--- config.mk ---
export PLATFORM = sky130hd
export DESIGN_NAME = diagnostic_mode_scheduler_top_flat
export DESIGN_NICKNAME = d
export VERILOG_FILES = /design/src/rtl/dms_pkg.sv /design/src/rtl/dms_req_if.sv /design/src/rtl/dms_rsp_if.sv /design/src/rtl/dms_cfg_if.sv /design/src/rtl/dms_cell.sv /design/src/rtl/dms_timer.sv /design/src/rtl/diagnostic_mode_scheduler_top.sv /design/src/flat_wrapper.sv
export VERILOG_INCLUDE_DIRS = /design/src /design/src/rtl
export SDC_FILE = /design/constraint.sdc
export NUM_CORES = 1
export LEC_CHECK = 0
export ABC_AREA = 1
export BUFFER_PORTS_ARGS = -buffer_cell sky130_fd_sc_hd__buf_2
export CORE_ASPECT_RATIO = 1.25
export CORE_MARGIN = 8
export CORE_UTILIZATION = 23
export DETAILED_ROUTE_END_ITERATION = 10
export PLACE_DENSITY = 0.36
export RECOVER_POWER = 100
export SYNTH_ARGS = -nofsm -noshare
export SYNTH_HDL_FRONTEND = slang
export SYNTH_SLANG_ARGS = --single-unit
--- constraint.sdc ---
create_clock -name clk -period 3.7 [get_ports clk]
set_input_delay 1.11 -clock clk [delete_from_list [all_inputs] [get_ports clk]]
set_output_delay 1.11 -clock clk [all_outputs]
set_load 0.01 [all_outputs]
--- src/rtl/assert_macros.svh ---
// ----------------------------------------------------------------------------
// Assertion macros
// Concurrent assertion helpers; define NO_ASSERTIONS to compile them out.
// ----------------------------------------------------------------------------
`ifndef ASSERT_MACROS_SVH
`define ASSERT_MACROS_SVH

`ifndef NO_ASSERTIONS

// Clocked check, disabled while reset is asserted.
`define DMS_ASSERT(lbl, clk, rst_n, prop) \
    lbl: assert property (@(posedge clk) disable iff (!rst_n) (prop)) \
        else $error("dms assertion failed");

// Clocked check that also holds during reset.
`define DMS_ASSERT_ALWAYS(lbl, clk, prop) \
    lbl: assert property (@(posedge clk) (prop)) \
        else $error("dms assertion failed");

`else

`define DMS_ASSERT(lbl, clk, rst_n, prop)
`define DMS_ASSERT_ALWAYS(lbl, clk, prop)

`endif

`endif

--- src/rtl/dms_pkg.sv ---
// ----------------------------------------------------------------------------
// dms_pkg
// Shared types and constants of the diagnostic mode scheduler.
// ----------------------------------------------------------------------------
`default_nettype none

package dms_pkg;

    localparam int QUEUE_DEPTH_DEF = 4;

    localparam int NOW_W    = 32;
    localparam int PERIOD_W = 16;
    localparam int MODE_W   = 2;
    localparam int CFG_IDX_W = 1;

    localparam logic [PERIOD_W-1:0] VOLTAGE_PERIOD_RST = 16'd100;
    localparam logic [PERIOD_W-1:0] TEMP_PERIOD_RST    = 16'd1000;

    // Register indexes on the config channel
    localparam logic [CFG_IDX_W-1:0] REG_VOLTAGE_PERIOD = 1'b0;
    localparam logic [CFG_IDX_W-1:0] REG_TEMP_PERIOD    = 1'b1;

    // Mode codes; MODE_CURRENT also marks an empty queue slot
    typedef enum logic [MODE_W-1:0] {
        MODE_CURRENT = 2'd0,
        MODE_VOLTAGE = 2'd1,
        MODE_TEMP    = 2'd2
    } mode_t;

    // Insertion status passed from cell to cell along the queue
    typedef struct packed {
        logic v_done;
        logic t_done;
    } chain_t;

endpackage

`default_nettype wire

--- src/rtl/dms_req_if.sv ---
// ----------------------------------------------------------------------------
// dms_req_if
// Input channel: one loop iteration time stamp per transaction.
// ----------------------------------------------------------------------------
`default_nettype none

interface dms_req_if;
    logic                           valid;
    logic                           ready;
    logic [dms_pkg::NOW_W-1:0]      now_ms;

    modport source (output valid, output now_ms, input ready);
    modport sink   (input valid, input now_ms, output ready);
endinterface

`default_nettype wire

--- src/rtl/dms_rsp_if.sv ---
// ----------------------------------------------------------------------------
// dms_rsp_if
// Output channel: selected mode and timer flags per transaction.
// ----------------------------------------------------------------------------
`default_nettype none

interface dms_rsp_if;
    logic                           valid;
    logic                           ready;
    logic [dms_pkg::MODE_W-1:0]     mode;
    logic                           voltage_due;
    logic                           temp_due;

    modport source (output valid, output mode, output voltage_due, output temp_due,
                    input ready);
    modport sink   (input valid, input mode, input voltage_due, input temp_due,
                    output ready);
endinterface

`default_nettype wire

--- src/rtl/dms_cfg_if.sv ---
// ----------------------------------------------------------------------------
// dms_cfg_if
// Configuration write channel: register index and write data.
// ----------------------------------------------------------------------------
`default_nettype none

interface dms_cfg_if;
    logic                           valid;
    logic                           ready;
    logic [dms_pkg::CFG_IDX_W-1:0]  index;
    logic [dms_pkg::PERIOD_W-1:0]   data;

    modport source (output valid, output index, output data, input ready);
    modport sink   (input valid, input index, input data, output ready);
endinterface

`default_nettype wire

--- src/rtl/dms_cell.sv ---
// ----------------------------------------------------------------------------
// dms_cell
// One slot of the pending request queue: insert, dedupe, shift.
// ----------------------------------------------------------------------------
`default_nettype none

module dms_cell (
    input  wire logic                clk,
    input  wire logic                rst_n,
    input  wire logic                accept,
    input  wire logic                pop,
    input  wire logic                v_req,
    input  wire logic                t_req,
    input  wire dms_pkg::chain_t     chain_in,
    output dms_pkg::chain_t          chain_out,
    input  wire dms_pkg::mode_t      right_val,
    output dms_pkg::mode_t           post_val,
    output dms_pkg::mode_t           entry
);

    dms_pkg::mode_t entry_reg;
    dms_pkg::mode_t entry_next;
    dms_pkg::mode_t after_v;

    always_comb
    begin
        // voltage insertion
        after_v = entry_reg;
        if (v_req && !chain_in.v_done && entry_reg == dms_pkg::MODE_CURRENT)
        begin
            after_v = dms_pkg::MODE_VOLTAGE;
        end
        chain_out.v_done = chain_in.v_done || !v_req
                         || entry_reg == dms_pkg::MODE_CURRENT
                         || entry_reg == dms_pkg::MODE_VOLTAGE;

        // temperature insertion, sees the slot after the voltage step
        post_val = after_v;
        if (t_req && !chain_in.t_done && after_v == dms_pkg::MODE_CURRENT)
        begin
            post_val = dms_pkg::MODE_TEMP;
        end
        chain_out.t_done = chain_in.t_done || !t_req
                         || after_v == dms_pkg::MODE_CURRENT
                         || after_v == dms_pkg::MODE_TEMP;

        entry_next = pop ? right_val : post_val;
    end

    always_ff @(posedge clk or negedge rst_n)
    begin
        if (!rst_n)
        begin
            entry_reg <= dms_pkg::MODE_CURRENT;
        end
        else if (accept)
        begin
            entry_reg <= entry_next;
        end
    end

    assign entry = entry_reg;

endmodule

`default_nettype wire

--- src/rtl/dms_timer.sv ---
// ----------------------------------------------------------------------------
// dms_timer
// Period register and time stamp; flags when the period has elapsed.
// ----------------------------------------------------------------------------
`default_nettype none

module dms_timer #(
    parameter logic [dms_pkg::PERIOD_W-1:0] PERIOD_RST = dms_pkg::VOLTAGE_PERIOD_RST
) (
    input  wire logic                          clk,
    input  wire logic                          rst_n,
    input  wire logic                          cfg_we,
    input  wire logic [dms_pkg::PERIOD_W-1:0]  cfg_data,
    input  wire logic                          accept,
    input  wire logic [dms_pkg::NOW_W-1:0]     now_ms,
    output logic                               due
);

    logic [dms_pkg::PERIOD_W-1:0] period_reg;
    logic [dms_pkg::NOW_W-1:0]    stamp_reg;
    logic [dms_pkg::NOW_W-1:0]    elapsed;

    // modulo 2^32 elapsed time
    assign elapsed = now_ms - stamp_reg;
    assign due     = elapsed >= {{(dms_pkg::NOW_W-dms_pkg::PERIOD_W){1'b0}}, period_reg};

    always_ff @(posedge clk or negedge rst_n)
    begin
        if (!rst_n)
        begin
            period_reg <= PERIOD_RST;
            stamp_reg  <= '0;
        end
        else
        begin
            if (cfg_we)
            begin
                period_reg <= cfg_data;
            end
            if (accept && due)
            begin
                stamp_reg <= now_ms;
            end
        end
    end

endmodule

`default_nettype wire

--- src/rtl/diagnostic_mode_scheduler_top.sv ---
// ----------------------------------------------------------------------------
// diagnostic_mode_scheduler_top
// Picks the diagnostic measurement mode for each control-loop iteration.
// ----------------------------------------------------------------------------
// Usage:
//   req : one transaction per loop iteration, carrying now_ms.
//   rsp : one transaction per request: mode (0 current, 1 voltage,
//         2 temperature), voltage_due and temp_due.
//   cfg : writes the voltage period (index 0) or the temperature period
//         (index 1), in ms; always ready, write only while no request is
//         in flight.
// Response: registered, valid in the cycle after the request is taken.
// Throughput: one request per cycle while responses are taken. The per-cycle figure is set by the
//   insertion chain through the QUEUE_DEPTH queue cells plus the two 32-bit
//   subtract-compare timers, all resolved in the accepting cycle.
// Stall: the response sits in an output register; a new request is taken
//   in the same cycle the held response is taken, so a stalled receiver
//   holds off req.ready only while the register is full and not drained.
// Reset: mode current, queue empty, stamps zero, periods 100 and 1000 ms.
//   No clearing pass; the block is ready as soon as reset releases.
// ----------------------------------------------------------------------------
`default_nettype none

`include "assert_macros.svh"

module diagnostic_mode_scheduler_top #(
    parameter int QUEUE_DEPTH = dms_pkg::QUEUE_DEPTH_DEF
) (
    input  wire logic   clk,
    input  wire logic   rst_n,
    dms_req_if.sink     req,
    dms_rsp_if.source   rsp,
    dms_cfg_if.sink     cfg
);

    // ------------------------------------------------------------------
    // Handshakes
    // ------------------------------------------------------------------
    logic out_valid_reg;
    logic accept;

    assign req.ready = !out_valid_reg || rsp.ready;
    assign accept    = req.valid && req.ready;
    assign cfg.ready = 1'b1;

    // ------------------------------------------------------------------
    // Timers
    // ------------------------------------------------------------------
    logic v_due;
    logic t_due;
    logic cfg_we;

    assign cfg_we = cfg.valid && cfg.ready;

    dms_timer #(
        .PERIOD_RST (dms_pkg::VOLTAGE_PERIOD_RST)
    ) u_vtimer (
        .clk      (clk),
        .rst_n    (rst_n),
        .cfg_we   (cfg_we && cfg.index == dms_pkg::REG_VOLTAGE_PERIOD),
        .cfg_data (cfg.data),
        .accept   (accept),
        .now_ms   (req.now_ms),
        .due      (v_due)
    );

    dms_timer #(
        .PERIOD_RST (dms_pkg::TEMP_PERIOD_RST)
    ) u_ttimer (
        .clk      (clk),
        .rst_n    (rst_n),
        .cfg_we   (cfg_we && cfg.index == dms_pkg::REG_TEMP_PERIOD),
        .cfg_data (cfg.data),
        .accept   (accept),
        .now_ms   (req.now_ms),
        .due      (t_due)
    );

    // ------------------------------------------------------------------
    // Pending queue: row of cells. Insertion status flows left to right,
    // shifted values flow right to left on a pop.
    // ------------------------------------------------------------------
    dms_pkg::mode_t  mode_reg;
    dms_pkg::mode_t  mode_next;
    logic            pop;
    dms_pkg::chain_t link [0:QUEUE_DEPTH];
    dms_pkg::mode_t  post [0:QUEUE_DEPTH];
    dms_pkg::mode_t  entry [0:QUEUE_DEPTH-1];
    logic [QUEUE_DEPTH-1:0] occ;
    logic [QUEUE_DEPTH-1:0] v_hit;

    assign pop               = (mode_reg == dms_pkg::MODE_CURRENT);
    assign link[0]           = '{v_done: 1'b0, t_done: 1'b0};
    assign post[QUEUE_DEPTH] = dms_pkg::MODE_CURRENT;

    for (genvar i = 0; i < QUEUE_DEPTH; i++)
    begin : g_cell
        dms_cell u_cell (
            .clk       (clk),
            .rst_n     (rst_n),
            .accept    (accept),
            .pop       (pop),
            .v_req     (v_due),
            .t_req     (t_due),
            .chain_in  (link[i]),
            .chain_out (link[i+1]),
            .right_val (post[i+1]),
            .post_val  (post[i]),
            .entry     (entry[i])
        );
        assign occ[i]   = (entry[i] != dms_pkg::MODE_CURRENT);
        assign v_hit[i] = (entry[i] == dms_pkg::MODE_VOLTAGE);
    end

    // current alternates with the queued modes
    assign mode_next = pop ? post[0] : dms_pkg::MODE_CURRENT;

    // ------------------------------------------------------------------
    // Mode and output register
    // ------------------------------------------------------------------
    logic [dms_pkg::MODE_W-1:0] rsp_mode_reg;
    logic                       rsp_vdue_reg;
    logic                       rsp_tdue_reg;

    always_ff @(posedge clk or negedge rst_n)
    begin
        if (!rst_n)
        begin
            mode_reg      <= dms_pkg::MODE_CURRENT;
            out_valid_reg <= 1'b0;
        end
        else
        begin
            if (accept)
            begin
                mode_reg      <= mode_next;
                out_valid_reg <= 1'b1;
            end
            else if (rsp.ready)
            begin
                out_valid_reg <= 1'b0;
            end
        end
    end

    always_ff @(posedge clk)
    begin
        if (accept)
        begin
            rsp_mode_reg <= mode_next;
            rsp_vdue_reg <= v_due;
            rsp_tdue_reg <= t_due;
        end
    end

    assign rsp.valid       = out_valid_reg;
    assign rsp.mode        = rsp_mode_reg;
    assign rsp.voltage_due = rsp_vdue_reg;
    assign rsp.temp_due    = rsp_tdue_reg;

    // ------------------------------------------------------------------
    // Assertions
    // ------------------------------------------------------------------
    // a non-current mode lasts exactly one transaction
    `DMS_ASSERT(a_mode_returns, clk, rst_n, (accept && !pop) |=> pop)
    // occupied slots form a prefix of the queue
    `DMS_ASSERT_ALWAYS(a_queue_compact, clk, ((occ + QUEUE_DEPTH'(1)) & occ) == '0)
    // dedupe keeps at most one voltage request queued
    `DMS_ASSERT_ALWAYS(a_no_dup_voltage, clk, $countones(v_hit) <= 1)
    // a response only appears after a request was taken
    `DMS_ASSERT(a_rsp_from_req, clk, rst_n, $rose(out_valid_reg) |-> $past(accept))

endmodule

`default_nettype wire
--- src/flat_wrapper.sv ---
// flat-port wrapper written by rule: the top's interface ports become plain ports
module diagnostic_mode_scheduler_top_flat 
#(
    parameter int QUEUE_DEPTH = dms_pkg::QUEUE_DEPTH_DEF
)
  (clk, rst_n, req_valid, req_now_ms, req_ready, rsp_valid, rsp_mode, rsp_voltage_due, rsp_temp_due, rsp_ready, cfg_valid, cfg_index, cfg_data, cfg_ready);
  dms_req_if req_i ();
  dms_rsp_if rsp_i ();
  dms_cfg_if cfg_i ();
  input  wire logic clk;
  input  wire logic rst_n;
  input wire logic [$bits(req_i.valid)-1:0] req_valid;
  input wire logic [$bits(req_i.now_ms)-1:0] req_now_ms;
  output wire logic [$bits(req_i.ready)-1:0] req_ready;
  output wire logic [$bits(rsp_i.valid)-1:0] rsp_valid;
  output wire logic [$bits(rsp_i.mode)-1:0] rsp_mode;
  output wire logic [$bits(rsp_i.voltage_due)-1:0] rsp_voltage_due;
  output wire logic [$bits(rsp_i.temp_due)-1:0] rsp_temp_due;
  input wire logic [$bits(rsp_i.ready)-1:0] rsp_ready;
  input wire logic [$bits(cfg_i.valid)-1:0] cfg_valid;
  input wire logic [$bits(cfg_i.index)-1:0] cfg_index;
  input wire logic [$bits(cfg_i.data)-1:0] cfg_data;
  output wire logic [$bits(cfg_i.ready)-1:0] cfg_ready;
  assign req_i.valid = req_valid;
  assign req_i.now_ms = req_now_ms;
  assign req_ready = req_i.ready;
  assign rsp_valid = rsp_i.valid;
  assign rsp_mode = rsp_i.mode;
  assign rsp_voltage_due = rsp_i.voltage_due;
  assign rsp_temp_due = rsp_i.temp_due;
  assign rsp_i.ready = rsp_ready;
  assign cfg_i.valid = cfg_valid;
  assign cfg_i.index = cfg_index;
  assign cfg_i.data = cfg_data;
  assign cfg_ready = cfg_i.ready;
  diagnostic_mode_scheduler_top #(.QUEUE_DEPTH(QUEUE_DEPTH)) u_core (.clk(clk), .rst_n(rst_n), .req(req_i), .rsp(rsp_i), .cfg(cfg_i));
endmodule
==> metrics.yaml, run 1 <==
synth:
  yosys_most_used_dff: "dfrtp_1"
  synth_edf_count: 4
  synth-seq-area-share_pct: 27.64
  ys_warn_count: 0
  synth_top_family_by_area: "simple AND/OR/NAND/NOR gates"
  synth-seq-cells: 111
  synth_cells: 1591
  synth.net_count: 1741
  async_flop_share_pct: 96.40
  synth-compound-area-share_pct: 12.16
  ys_types: 45
  synth_xor_area_share_pct: 2.758
  synthAdderAreaFrac_pct: 11.97
  synth-simple-area-share_pct: 31.22
  muxShareOfSynthArea_pct: 0
  synth.avg_cell_area_um2: 6.388
  syn_area_um2: 10160
cts:
  cts_buffer_depth: 2
  cts_buffers: 9
  h-tree-depth: 3
  clkTransAtPathRegs_ps: 90
  cts.sinks: 111
  clock_latency_ps: 390
  cts_tree: "built"
  cts-root-buf: "clkbuf_16"
timing:
  finalHoldViolations: 0
  post-route-min-period_ps: 3720
  fin_ws_ps: -20.33
  drv_slew: 39
  fmax_mhz: 268.8
  max_slew_margin_pct: -50.49
  setup_viol: 1
  fin_crit_sh_pct: 100.5
  clock_skew_ps: 18.64
  hold-worst-slack_ps: 484.9
  grt_setup_unrepaired: "yes"
  tightest_slew_ps: 2257
finish:
  final_common_cell: "nand2_1"
  layout_common_cells: "nand2_1, inv_1, buf_4"
  final_util_pct: 32.01
  area_growth_pct: 38.26
  insertedDiodeCount: 0
  drive_gt1_share_pct: 26.88
  layout.cells.non_filler: 2458
  fin_nets: 2031
critical_path:
  crit_path_top_delay_cell: "ha_2"
  cpMostUsedCell: "nand2_2"
  arrival_ps: 3870
  cp.required_ps: 3850
  crit_path_end_kind: "register"
  slowest_delay_ps: 400
  start_kind: "primary input"
  cp_max_fo: 4
  path_cells: "buf_2 > ha_2 > nand2_2 > nor2_4 > nand4_1 > inv_1 > nand2_1 > nand2_1 > xor2_1 > ha_1 > nand4_1 > buf_4 > o221ai_2 > a21oi_4 > nand4_4 > buf_12 > nand2_2 > nand2_2 > inv_2 > nor2_1"
  crit_type: "primary input to register"
global_routing:
  grt_pass1_vias: 10824
  grt_max_degree: 70
  grt_first_pass_wirelength_um: 57380
  gr-total-overflow: 0
  grt_use_met2_pct: 26.43
  grt_use_met3_pct: 1.533
  busiest_layer: "met2"
  grt_antenna_before_repair: 0
  grt_usage_pct: 14.33
  grt_use_met1_pct: 17.18
detailed_routing:
  via_per_inst: 4.188
  vias: 10294
  wirelength_um: 36140
  drt_iter0_markers: 419
  wl_per_cell_um: 14.70
  ant_nets: 0
  drt-pass1-iter-count: 4
  route.detailed.drc: 0
die:
  die-height_um: 251.0
  die-area_um2: 51210
  placementRows: 86
  die_w_um: 204.0
  core_um2: 43900
  io_pins: 61
  start_util_pct: 23.15
run_status:
  outcome: "finished with violations"
  violations: "max-capacitance violations, max-slew violations, negative setup slack"
place:
  dp_hpwl_um: 30230
  dp_cells: 2425
  io_buffers: 59
  routabilityCongestion: 0.8729
power_and_ir_drop:
  p_leak_nw: 7.639
  power_mw: 6.099
  irDropWorstVdd_uv: 255.5
  cellPowerDensity_nw_per_um2: 434.0
flow_run:
  maxCapViolCount: 1
min_path:
  hold_class: "register to register"
-- critical path, delay by kind of cell --
kind,cells,cell delay (ps)
and+or+nand+nor,10,990
buffers and inverters,5,650
AOI/OAI and AO/OA,2,260
adders and majority gates,2,680
xor gates and xnor gates,1,190
-- repair_timing --
action | 4_1_cts | 5_1_grt
gates resized for setup | 74 | 66
setup buffers | 8 | 8
hold buffers | 0 | 0
setup endpoints to repair | 76 | 77
pin swaps | 39 | 34
cloned | 1 | 1
-- area by class of cell --
type | count | area (µm²)
fillers | 4901 | 29850
multi-input cells | 1112 | 6625
flip-flops and latches | 111 | 2809
repair buffers | 299 | 2285
inverters | 348 | 1328
well taps | 572 | 715.7
clock buffers | 10 | 239.0
clock inverters | 6 | 51.30
-- path summary, 6_finish.rpt --
| kind | start | endpoint | slack (ps) | depth (start not counted) |
|---|---|---|---|---|
| max | req_now_ms[9] | u_core.rsp.mode[1] | -20 | 20 |
| min | u_core.mode_reg[0] | u_core.mode_reg[0] | 480 | 2 |
| max reg2reg | u_core.u_vtimer.stamp_reg[8] | u_core.g_cell[1].u_cell.entry[1] | 440 | 27 |
| min reg2reg | u_core.mode_reg[0] | u_core.mode_reg[0] | 480 | 2 |
| max in group asynchronous | rst_n | u_core.u_vtimer.period_reg[13] | 1010 | 1 |
| min in group asynchronous | rst_n | u_core.u_vtimer.stamp_reg[1] | 1390 | 1 |
-- synth_stat cells (12+ instances only) --
| library cell | number | area, µm² |
|---|---|---|
| xor2_1 | 31 | 271.5 |
| nand2_2 | 12 | 75.07 |
| nand2_1 | 531 | 1993 |
| o21ai_2 | 28 | 245.2 |
| inv_1 | 344 | 1291 |
| nand3_1 | 58 | 290.3 |
| nor2_1 | 104 | 390.4 |
| ha_1 | 94 | 1176 |
| dfrtp_1 | 98 | 2452 |
| o21ai_0 | 93 | 465.5 |
| a21oi_1 | 72 | 360.4 |
| nand4_1 | 20 | 125.1 |
| nor3_1 | 13 | 65.06 |
-- per-layer routing --
| layer | routed length [µm] | part of all wire [%] |
|---|---|---|
| met2 | 18430 | 51 |
| met4 | 781 | 2.2 |
| met1 | 16400 | 45 |
| met3 | 532 | 1.5 |
| met5 | 0 | 0 |
-- cell families (layout without fill, tap and decap cells) --
kind of cell / after synthesis / after routing
fa+ha+maj: 96 / 96
xor+xnor: 32 / 32
compound gates: 216 / 216
simple gates: 767 / 767
buf+inv: 368 / 663
flops: 111 / 111
other cells: 1 / 1
-- power by group --
| group | switching (mW) | internal [mW] | total, mW |
|---|---|---|---|
| Sequential | 0.123 | 1.42 | 1.54 |
| Clock | 0.531 | 0.489 | 1.02 |
| Combinational | 1.96 | 1.58 | 3.54 |
| Total | 2.61 | 3.49 | 6.10 |
-- through the flow --
step	area, µm²	setup TNS (ps)	worst slack, ps
finish	14050	-20.33	-20.33
detailed placement	13000	-45550	-664.2
CTS	13730	-22.13	-20.68
global route	14050	-12660	-272.2
floorplan	10370	-19.74	-11.19
global placement	13000	-45810	-684.4
Note: power is estimated with default switching activity, not from simulation.
==> run 2: changes to the inputs <==
ABC_AREA = unset   (was 1)
==> run 2 against run 1 <==
The run still ends with max-capacitance violations, max-slew violations, negative setup slack left. Clock skew shrank 4.9 ps. Via count shrank 6.0%. Area after synthesis shrank 6.5%. Clock-buffer cell count shrank 1. Wire length grew 2.0%. Core utilization grew 3.3 points. Critical path depth grew 1. Hold slack gained 5.2 ps. Clock power grew 6%. Final cell count shrank 15%. Combinational power grew 10%. Global-route usage grew 1.5 points. Largest cell class unchanged.
==> metrics.yaml, run 2 <==
cts:
  clock_latency_ps: 400
  cts_tree: "built"
  cts_buffer_depth: 2
  cts_buffers: 9
  clkTransAtPathRegs_ps: 80
  cts.sinks: 111
  h-tree-depth: 3
  cts-root-buf: "clkbuf_16"
synth:
  ys_warn_count: 0
  synth.net_count: 1276
  yosys.area.top_type: "dfrtp_1"
  synth_edf_count: 4
  synth.avg_cell_area_um2: 8.444
  syn_area_um2: 9508
  synth-seq-cells: 111
  synth_top_area_share_pct: 25.79
  async_flop_share_pct: 96.40
  yosys-top-cells-area: "dfrtp_1, ha_1, mux2_2"
  synth_top_cells_by_count: "nand2_1, inv_1, dfrtp_1"
  synth_cells: 1126
  yosys_most_used_dff: "dfrtp_1"
  synth_most_common_cell: "nand2_1"
  synth-seq-area-share_pct: 29.54
  ys_types: 78
critical_path:
  crit_path_top_delay_cell: "nor4b_4"
  reg2reg_depth: 21
  start_kind: "primary input"
  cp.required_ps: 4000
  crit_cells: 21
  reg2reg_from: "u_core.u_vtimer.stamp_reg[1]"
  arrival_ps: 5150
  r2r_end: "u_core.g_cell[2].u_cell.entry[1]"
  crit_path_end_kind: "register"
  crit_buf_inv: 3
  cp_max_fo: 6
  path_cells: "buf_8 > ha_4 > nor2b_4 > o2111a_2 > o21a_1 > or2_4 > buf_6 > xor2_2 > ha_1 > a21oi_2 > o21ai_1 > nand2b_1 > and4_1 > nand4_1 > nor4_2 > nand4_1 > nor4b_4 > buf_6 > nor3_4 > o31a_1 > a221oi_2"
  cpLargestDelayFamily: "simple AND/OR/NAND/NOR gates"
  rrSetupSlack_ps: -770
  slowest_delay_ps: 380
  crit_start: "req_now_ms[1]"
  crit_type: "primary input to register"
  worstSetupEndpoint: "u_core.g_cell[2].u_cell.entry[1]"
finish:
  fill_cells: 4365
  drive_gt1_share_pct: 41.79
  final_area_um2: 14450
  area_growth_pct: 51.94
  layout_common_cells: "buf_4, inv_1, dfrtp_1"
  final_util_pct: 35.31
  insertedDiodeCount: 0
  final_common_cell: "buf_4"
  fin_nets: 1674
detailed_routing:
  drt-pass1-iter-count: 6
  wl_per_cell_um: 17.71
  ant_nets: 0
  vias: 9676
  wirelength_um: 36860
  route.detailed.drc: 0
  via_per_inst: 4.650
  drt_iter0_markers: 387
power_and_ir_drop:
  irDropWorstVdd_uv: 291.1
  cellPowerDensity_nw_per_um2: 454.9
  p_leak_nw: 6.768
timing:
  finalSetupTns_ps: -83590
  drv_slew: 44
  max_slew_margin_pct: -68.77
  fmax_mhz: 206.0
  finalHoldViolations: 0
  post-route-min-period_ps: 4855
  fin_crit_sh_pct: 131.2
  clock_skew_ps: 13.75
  setup_viol: 78
  grt_setup_unrepaired: "yes"
  tightest_slew_ps: 2532
  fin_ws_ps: -1155
global_routing:
  grt_pass1_vias: 10356
  grt_antenna_before_repair: 1
  grt_max_degree: 44
  grt_first_pass_wirelength_um: 58650
  gr-total-overflow: 0
  grt_usage_pct: 15.80
die:
  io_pins: 61
  core_um2: 40920
  die_w_um: 197.9
  die-area_um2: 48140
  die-height_um: 243.3
  start_util_pct: 23.24
  placementRows: 83
place:
  postPlaceCellArea_um2: 13090
  io_buffers: 59
  dp_hpwl_um: 29610
  dp_worst_setup_slack_ps: -1960
  routabilityCongestion: 0.8423
min_path:
  hold_class: "register to register"
run_status:
  violations: "max-capacitance violations, max-slew violations, negative setup slack"
  outcome: "finished with violations"
flow_run:
  maxCapViolCount: 1
## run 2: cell types whose count changed after synthesis, sizes merged, moves of 17 or more
cell	previous run	this run
nor2	115	61
xnor2	1	24
nand3	62	13
nand2	544	120
o21a	2	19
inv	347	113
o21ai	127	108
nor4	0	17
a21o	1	21
mux2	0	53
## run 2: timing repair
item | 4_1_cts | 5_1_grt
cloned | 6 | 0
hold buffers | 0 | 0
setup endpoints to repair | 78 | 78
pin swaps | 56 | 36
setup buffers | 19 | 8
resized for setup | 110 | 72
## run 2: stage by stage
stage / hold WS, ps / power [mW] / cells
global route: 524.1 / 7.127 / 2081
finish: 490.1 / 6.571 / 2081
global placement: 464.7 / 5.067 / 2033
CTS: 497.4 / 6.490 / 2074
detailed placement: 478.5 / 5.064 / 2033
floorplan: 448.5 / 3.535 / 1126
## run 2: worst min path at each step
stage                                                 from                               end  depth (start not counted)
after global routing      u_core.g_cell[2].u_cell.entry[0]  u_core.g_cell[2].u_cell.entry[0]                          2
after detailed placement  u_core.g_cell[2].u_cell.entry[0]  u_core.g_cell[2].u_cell.entry[0]                          2
after global placement    u_core.g_cell[2].u_cell.entry[0]  u_core.g_cell[2].u_cell.entry[0]                          2
after floorplan           u_core.g_cell[2].u_cell.entry[0]  u_core.g_cell[2].u_cell.entry[0]                          2
after CTS                 u_core.g_cell[2].u_cell.entry[0]  u_core.g_cell[2].u_cell.entry[0]                          2
final                     u_core.g_cell[2].u_cell.entry[0]  u_core.g_cell[2].u_cell.entry[0]                          2
## run 2: kinds of logic (layout without fill, tap and decap cells)
group | Yosys count | count (layout) | share of synthesized area (%)
AO/OA/AOI/OAI | 340 | 340 | 23.03
AND/OR/NAND/NOR | 333 | 335 | 17.70
buffers and inverters | 149 | 550 | 6.527
flip-flops | 111 | 111 | 29.54
adder cells (fa/ha/maj) | 96 | 96 | 12.79
multiplexers | 57 | 57 | 6.777
XOR/XNOR | 39 | 39 | 3.593
other | 1 | 1 | 0.03944
## run 2: worst reg2reg max path, cell delays in order (launching register included)
cell and delay (ps):
dfrtp_1 390, inv_1 90, ha_4 200, nor2b_4 120
o2111a_2 300, o21a_1 220, or2_4 270, buf_6 120
xor2_2 130, ha_1 320, a21oi_2 130, o21ai_1 70
nand2b_1 120, and4_1 190, nand4_1 100, nor4_2 190
nand4_1 220, nor4b_4 380, buf_6 210, nor3_4 50
o31a_1 300, a221oi_2 260
## run 2: layout make-up
| cell class | instances | area [µm²] | area share (%) |
|---|---|---|---|
| multi-input cells | 868 | 7024 | 48.62 |
| repair buffers | 420 | 3181 | 22.02 |
| flip-flops and latches | 111 | 2809 | 19.44 |
| well taps | 552 | 690.7 | 4.781 |
| inverters | 114 | 444.2 | 3.075 |
| clock buffers | 9 | 225.2 | 1.559 |
| clock inverters | 7 | 72.57 | 0.5023 |
## run 2: per-layer routing
layer | global-route usage, % | wire length [µm] | up-vias
li1 | - | - | 4877
met1 | 19.16 | 16390 | 4599
met2 | 27.31 | 18150 | 153
met3 | 2.538 | 1118 | 45
met4 | 6.444 | 1177 | 2
met5 | 0 | 13 | -
## run 2: power breakdown
part / switching (mW) / internal, mW / total (mW) / leakage, nW
sequential: 0.150 / 1.44 / 1.59 / 1.30
combinational: 1.91 / 1.99 / 3.90 / 5.32
clock: 0.600 / 0.483 / 1.08 / 0.149
==> run 3: changes to the inputs <==
CORE_UTILIZATION = 45   (was 23)
PLACE_DENSITY = 0.61   (was 0.36)
==> run 3 against run 2 <==
The run still ends with max-capacitance violations, max-slew violations, negative setup slack left. Clock skew is 1.9 ps lower. Combinational power is 2% lower. Global-route usage is 8.2 points higher. Core utilization is 31 points higher. Sequential share of layout area is 0.82 points higher. Via count is 1.7% higher. Highest routed layer is now met4. Sequential power hardly changed. Non-clock buffer count is 22 lower.
==> metrics.yaml, run 3 (same netlist as run 2, synthesis figures left out) <==
global_routing:
  grt_usage_pct: 24.03
  gr-total-overflow: 0
  grt_max_degree: 48
  grt_first_pass_wirelength_um: 50270
  grt_pass1_vias: 10039
  grt_antenna_before_repair: 0
critical_path:
  cp_max_fo: 3
  crit_type: "primary input to register"
  r2r_end: "u_core.rsp.temp_due"
  reg2reg_from: "u_core.u_ttimer.stamp_reg[1]"
  rrSetupSlack_ps: -710
  arrival_ps: 4910
  start_kind: "primary input"
  crit_start: "req_now_ms[1]"
  reg2reg_depth: 19
  worstSetupEndpoint: "u_core.rsp.temp_due"
  crit_path_end_kind: "register"
  cp.required_ps: 3820
timing:
  setup_viol: 78
  hold-worst-slack_ps: 487.7
  drv_slew: 48
  fin_crit_sh_pct: 129.7
  grt_setup_unrepaired: "yes"
  finalSetupTns_ps: -79060
  max_slew_margin_pct: -72.72
  clock_skew_ps: 11.90
  fmax_mhz: 208.4
  fin_ws_ps: -1099
  finalHoldViolations: 0
  tightest_slew_ps: 2591
  post-route-min-period_ps: 4799
detailed_routing:
  wl_per_cell_um: 17.78
  wl_met1_um: 12870
  wl_met2_um: 15960
  vias: 9837
  drt-pass1-iter-count: 5
  ant_nets: 0
  met3_length_um: 1256
  via_per_inst: 5.526
  highest_layer: "met4"
  drt_iter0_markers: 475
  route.detailed.drc: 0
  wirelength_um: 31660
place:
  io_buffers: 59
  routabilityCongestion: 0.9115
  postPlaceCellArea_um2: 12500
  dp_hpwl_um: 23990
  dp_worst_setup_slack_ps: -1886
  dp_cells: 1719
finish:
  final_area_um2: 13860
  fill_cells: 1747
  final_common_cell: "buf_4"
  insertedDiodeCount: 0
  layout.cells.non_filler: 1780
  final_util_pct: 66.58
  area_growth_pct: 45.77
  drive_gt1_share_pct: 40.50
  fin_nets: 1651
  layout_common_cells: "buf_4, inv_1, dfrtp_1"
flow_run:
  maxCapViolCount: 1
die:
  placementRows: 59
  io_pins: 61
  die-height_um: 178.5
  start_util_pct: 45.67
  die_w_um: 146.0
  die-area_um2: 26070
  core_um2: 20820
min_path:
  hold_class: "register to register"
  hold_start: "u_core.g_cell[2].u_cell.entry[0]"
power_and_ir_drop:
  comb_power_share_pct: 59.9
  clkPwrFrac_pct: 15.2
  intPower_mw: 3.859
  seqPwrFrac_pct: 24.9
  p_sw_share_pct: 39.79
  cellPowerDensity_nw_per_um2: 462.5
  irDropWorstVdd_uv: 337.2
  power_mw: 6.410
  p_leak_nw: 6.598
  switching_power_mw: 2.551
run_status:
  violations: "max-capacitance violations, max-slew violations, negative setup slack"
  outcome: "finished with violations"
cts:
  cts_buffers: 9
  postCtsHoldBufs: 0
  cts-root-buf: "clkbuf_16"
  cts_tree: "built"
  clock_latency_ps: 370
  cts.sinks: 111
  cts_buffer_depth: 2
  clkTransAtPathRegs_ps: 80
  h-tree-depth: 3
run 3: repair_timing:
item	CTS	global route
setup buffers	40	9
resized for setup	87	89
endpoints found under the setup margin	78	78
pin swaps	62	49
gates cloned	5	3
run 3: final cells by class:
type	instances	area, µm²	area share (%)
Clock buffer	10	229.0	1.652
Tap cell	274	342.8	2.474
Inverter	114	444.2	3.205
Multi-Input combinational cell	867	6905	49.82
Sequential cell	111	2809	20.27
Timing Repair Buffer	398	3082	22.24
Clock inverter	6	47.55	0.3431
run 3: power groups by stage:
stage | registers [mW] | logic, mW | clock network (mW)
finish | 1.59 | 3.84 | 0.973
global route | 1.62 | 4.22 | 1.03
CTS | 1.59 | 3.63 | 0.986
detailed placement | 1.60 | 3.30 | 0
global placement | 1.59 | 3.25 | 0
floorplan | 1.56 | 1.97 | 0
run 3: layer usage:
metal  up-vias  global-route usage (%)
li1       4833                       -
met1      4697                   26.79
met2       229                   43.61
met3        78                   3.604
met4         0                   12.95
met5         -                       0
run 3: worst min-delay path by stage:
stage	endpoint	slack [ps]	cells past startpoint
after CTS	u_core.g_cell[2].u_cell.entry[0]	480	2
final	u_core.g_cell[2].u_cell.entry[0]	490	2
after global placement	u_core.g_cell[2].u_cell.entry[0]	460	2
after floorplan	u_core.g_cell[2].u_cell.entry[0]	450	2
after detailed placement	u_core.g_cell[2].u_cell.entry[0]	470	2
after global routing	u_core.g_cell[2].u_cell.entry[0]	520	2
run 3: worst max-delay path, stage by stage:
cell	delay [ps]
buf_8	110
ha_4	220
nor2b_4	120
o2111a_1	250
or3_4	370
o21ai_1	120
nand2b_1	80
a21oi_2	150
xnor2_1	140
ha_1	280
a21o_1	200
a21oi_4	150
a31oi_4	120
nor4_2	230
nand3b_1	110
or4_4	500
nor3b_2	160
nand4_1	90
or4_1	400
